File: config.mk
export PLATFORM = sky130hd
export DESIGN_NAME = mts_mul
export DESIGN_NICKNAME = d
export VERILOG_FILES = /design/src/rtl/core/mts_mul.sv
export SDC_FILE = /design/constraint.sdc
export NUM_CORES = 2
export LEC_CHECK = 0
export BUFFER_PORTS_ARGS = -buffer_cell sky130_fd_sc_hd__buf_2
export CAP_MARGIN = 20
export CORE_ASPECT_RATIO = 0.9
export CORE_MARGIN = 2
export CORE_UTILIZATION = 60
export DETAILED_ROUTE_END_ITERATION = 10
export GPL_ROUTABILITY_DRIVEN = 0
export GPL_TIMING_DRIVEN = 1
export PLACE_DENSITY = 0.8
export SLEW_MARGIN = 20
export SYNTH_ARGS = -nofsm -noshare
export SYNTH_HDL_FRONTEND = slang
export SYNTH_SLANG_ARGS = --single-unit
File: constraint.sdc
create_clock -name clk_i -period 7.75 [get_ports clk_i]
set_clock_uncertainty 0.2 [all_clocks]
set_input_delay 0.3875 -clock clk_i [delete_from_list [all_inputs] [get_ports clk_i]]
set_output_delay 0.3875 -clock clk_i [all_outputs]
set_load 0.02 [all_outputs]
File: src/rtl/core/mts_mul.sv
// Shared signed 33x33 multiplier with registered product.
// Depends on nothing.
`timescale 1ns / 1ps
module mts_mul (
  input  logic               clk_i,
  input  logic signed [32:0] a_i,
  input  logic signed [32:0] b_i,
  output logic signed [65:0] prod_o
);

  logic signed [65:0] prod_q;

  // payload register, no reset needed
  always_ff @(posedge clk_i) begin
    prod_q <= 66'(a_i * b_i);
  end

  assign prod_o = prod_q;

endmodule

# --- Word-level counts from Yosys, hierarchy flattened ---
# Cells that the tools add are included.
word_totals:
  reg_bits: 66
  latch_bits: 0
  mem_bits_rw: 0
  rom_bits: 0
  in_bits: 67
  out_inout_bits: 66
  elab_cells: 2
  mem_count: 0
op_classes:
  add_sub_neg: 0
  multipliers: 1
  div: 0
  magnitude_cmp: 0
  eq_ne: 0
  shifts: 0
  muxes: 0
  bitwise_logic: 0
  n_reduce_logical: 0
ops:
  columns: ["cell", "count"]
  rows:
  - ["$mul A33 B33 Y66", 1]

# --- Longest topological paths before layout ---
logic_depth:
  ltp_word: 1
  mapped_depth: 27
  depth_no_buf: 26

# --- Worst setup path after synthesis ---
# OpenSTA, ideal clock, no wires.
synth_timing:
  path_type: "input to register"
  start: "input port a_i[32]"
  end: "register prod_q[62], in the netlist prod_o[62]"
  setup_time_ns: 0.079
  t_arrival_ns: 7.545
  required_time_ns: 7.471
  path_slack_ns: -0.074
  stages: 23
  n_path_buf: 2
  path_cell_list: "clkbuf_1 > nand2_1 > inv_1 > fa_1 > fa_1 > fa_1 > fa_1 > fa_1 > fa_1 > fa_1 > inv_1 > fa_1 > inv_1 > ha_1 > clkbuf_1 > and3_1 > nand3_1 > nand2b_1 > a2111oi_4 > a211oi_4 > a21o_2 > a21o_1 > a211oi_2"
synth_via:
  elab_chain_cells: 1
synth_rtl:
  columns: ["item", "line_no", "source"]
  rows:
  - ["start, declared", "6", "input logic signed [32:0] a_i,"]
  - ["$mul A33 B33 Y66", "15", "prod_q <= 66'(a_i * b_i);"]
  - ["end signal, assigned", "15", null]
  - ["end, declared", "11", "logic signed [65:0] prod_q;"]
# No other way between the ends.

# --- Worst setup path after layout ---
layout_timing:
  start: "input port b_i[9]"
  end: "register prod_q[61], in the netlist prod_o[61]"
layout_via:
  elab_chain_cells: 1
layout_rtl:
  columns: ["item", "line_no", "source"]
  rows:
  - ["start, declared", "7", "input logic signed [32:0] b_i,"]
  - ["$mul A33 B33 Y66", "15", null]
# No other way between the ends.

==> flow_summary_export.csv <==
group,metric,value,unit
route,post_drt_wl_per_cell,20.3,um
clocking,htree_levels,3,
place,numPortBuffers,132,
sta,final_setup_violation_count,0,
synth,seq_area_frac_synth,3.24,%
hold_path,min-delay-path-class,"in -> reg",
worst_setup_path,setup.worst_path.start_class,"primary input",
synth,mean_post_synth_cell_area,9.39,um2
clocking,clock_tree.root_cell,"clkbuf_16",
synth,asr_flop_ratio_synth,0,%
place,dp.final_hpwl,97.1,mm
synth,syn_area,40700,um2
sta,tns,0,ns
clocking,holdBufCountCts,0,
sta,fmaxAchievable,0.132,GHz
finish,area_growth_syn_to_layout,8.40,%
synth,ys_dominant_reg_cell,"dfxtp_1",
sta,max_slew_margin,58.0,%
floorplan,placementRows,90,
sta,finalHoldViolations,0,
floorplan,die-width,279,um
run,max_cap_violations,0,
grt,grt_start_max_net_pins,27,
clocking,tritoncts,"done",
route,vias,29409,
route,vias_per_cell,5.45,
grt,grt-ovfl-total,0,
clocking,path_clk_slew,0.06,ns
synth,ys_ff_latch,66,
grt,first_pass_grt_wire_length,180,mm
worst_setup_path,crit_path_max_incr_delay,0.67,ns
clocking,clock_tree.buffer_depth,2,
sta,min_period_over_period,97.8,%
worst_setup_path,cp_data_required_time,7.82,ns
route,drc_errors,0,
worst_setup_path,crit_start,"b_i[9]",
grt,number_of_global_route_vias_before_repair,32486,
sta,worstMarginPinSlew,0.630,ns
floorplan,dieHeight,251,um
synth,synth_edf_count,0,
sta,fin_hold_ws,0.613,ns
finish,sequential_cell_area,1320,um2
synth,syn-num-nets,5767,
outcome,outcome,"complete, no violations",
floorplan,fp.dieArea,70000,um2
finish,final.fill_count,5120,
finish,max_reg_flops,66,
route,drt_iter0_drc,2374,
sta,finalMaxSlewViolations,0,
worst_setup_path,timing.critical_path.slowest_stage_cell,"fa_1",
route,route.final.wire_length,109,mm
floorplan,core-area,67100,um2
clocking,numClockSinks,66,
sta,period_needed,7.58,ns
finish,drive_gt1_share,9.85,%
worst_setup_path,timing.critical_path.fanout_max,10,
route,ant_nets,0,
clocking,tritoncts.num_buffers,9,
floorplan,floorplan.io_pins,133,
worst_setup_path,crit_path_frequent_cell,"fa_1",
worst_setup_path,worstSetupEndpoint,"prod_o[61]$_DFF_P_",
floorplan,initial_utilization,60.7,%
worst_setup_path,cp-end-kind,"flip-flop",
finish,finalNetCount,5943,
grt,grt_usage,33.7,%
sta,rsz0062_at_grt,"false",
worst_setup_path,timing.setup.critical_path_class,"in -> reg",
synth,synthesis.yosys.warnings,0,
finish,multi_input_area,34300,um2
grt,grt_antenna_before_repair,16,
route,drt_first_pass_iters,5,
synth,post_synth_inst_count,4338,
synth,netlist-cell-type-count,80,
worst_setup_path,worstPathArrival,7.65,ns
[synth_stat cells, types with 4 or more instances]
cell / n / area (um2)
a211o_1: 6 / 52.6
a211oi_1: 7 / 52.6
a21o_1: 36 / 270
a21oi_1: 57 / 285
a31oi_1: 8 / 50.1
and2_1: 562 / 3520
and3_1: 5 / 31.3
and4_1: 5 / 43.8
buf_2: 11 / 55.1
clkbuf_1: 208 / 781
dfxtp_1: 66 / 1320
fa_1: 1145 / 22900
ha_1: 217 / 2720
inv_1: 1131 / 4250
nand2_1: 551 / 2070
nand2b_1: 12 / 75.1
nand3_1: 25 / 125
nand4_1: 11 / 68.8
nor2_1: 68 / 255
nor2b_1: 5 / 31.3
nor3_1: 7 / 35.0
o211ai_1: 4 / 30.0
o21a_1: 6 / 45.0
o21ai_0: 25 / 125
o21ai_1: 6 / 30.0
o21bai_1: 11 / 82.6
xnor2_1: 43 / 377
xor2_1: 25 / 219
[final cells by class]
cell class                 instances  area share (%)
clock inverter                     6           0.150
timing repair buffer             386            6.43
sequential                        66            2.99
multi-input combinational       2920            77.8
tap                              874            2.48
inverter                        1131            9.61
antenna                            5          0.0283
clock buffer                      10           0.541
[critical path, delay by kind of cell]
kind                     cells  cell delay, ns
AO/OA/AOI/OAI                6            1.19
buffers and inverters        8            1.02
XOR/XNOR                     1            0.15
adder cells (fa/ha/maj)      9            4.62
AND/OR/NAND/NOR              2            0.27
[cell families (layout without fill, tap and decap cells)]
family | after synthesis | count (layout) | share of synthesized area (%)
compound gates | 219 | 219 | 4.07
simple gates | 1271 | 1271 | 15.8
buf+inv | 1352 | 1533 | 12.5
xor+xnor | 68 | 68 | 1.46
fa+ha+maj | 1362 | 1362 | 62.9
flops | 66 | 66 | 3.24
other cells | 0 | 5 | 0
[repair_timing]
action,in CTS,in global routing
resized for setup,0,14
setup endpoints to repair,0,19
buffers inserted,0,2
[metal layers]
layer | wire length, um | up-vias | global-route usage (%) | part of all wire [%]
met2 | 44900 | 1650 | 45.9 | 41
met1 | 44100 | 14885 | 47.8 | 40
met3 | 18200 | 173 | 18.1 | 17
met5 | 143 | - | 0 | 0.13
met4 | 2030 | 22 | 6.68 | 1.9
li1 | - | 12679 | - | -
[how the worst min path moves through the flow]
stage | start | endpoint | slack (ns) | cells past startpoint
global route | a_i[0] | prod_o[0]$_DFF_P_ | 0.62 | 4
floorplan | a_i[0] | prod_o[0]$_DFF_P_ | 0.31 | 1
finish | a_i[0] | prod_o[0]$_DFF_P_ | 0.61 | 4
detailed placement | prod_o[45]$_DFF_P_ | prod_o[45] | 0.60 | 1
CTS | a_i[0] | prod_o[0]$_DFF_P_ | 0.60 | 4
global placement | prod_o[21]$_DFF_P_ | prod_o[21] | 0.60 | 1
[stage by stage]
| stage | worst slack, ns | cell area [um2] | cells | utilization, % |
|---|---|---|---|---|
| final | 0.171 | 44200 | 5398 | 65.8 |
| after global routing | 0.00459 | 44100 | 5395 | 65.8 |
| after CTS | 0.193 | 44100 | 5391 | 65.7 |
| after detailed placement | -0.178 | 43800 | 5375 | 65.2 |
| after global placement | -0.165 | 43800 | 5375 | 65.2 |
| after floorplan | 0.145 | 40700 | 4338 | - |
[placed cells by master, fill, tap and decap left out, types with 9 or more instances in the layout]
cell type  Yosys  layout
fa_1        1145    1142
inv_1       1131    1131
and2_1       562     562
nand2_1      551     551
buf_4          0     234
ha_1         217     217
buf_2         11     124
nor2_1        68      68
dfxtp_1       66      66
a21oi_1       57      56
xnor2_1       43      43
a21o_1        36      36
nand3_1       25      25
xor2_1        25      25
o21ai_0       25      24
buf_12         0      20
nand2b_1      12      12
o21bai_1      11      11
nand4_1       11      11
clkbuf_16      0       9
Power is left out: the tool's default activity adds up to more than one toggle a clock period on the data nets, which glitch-free logic cannot reach.
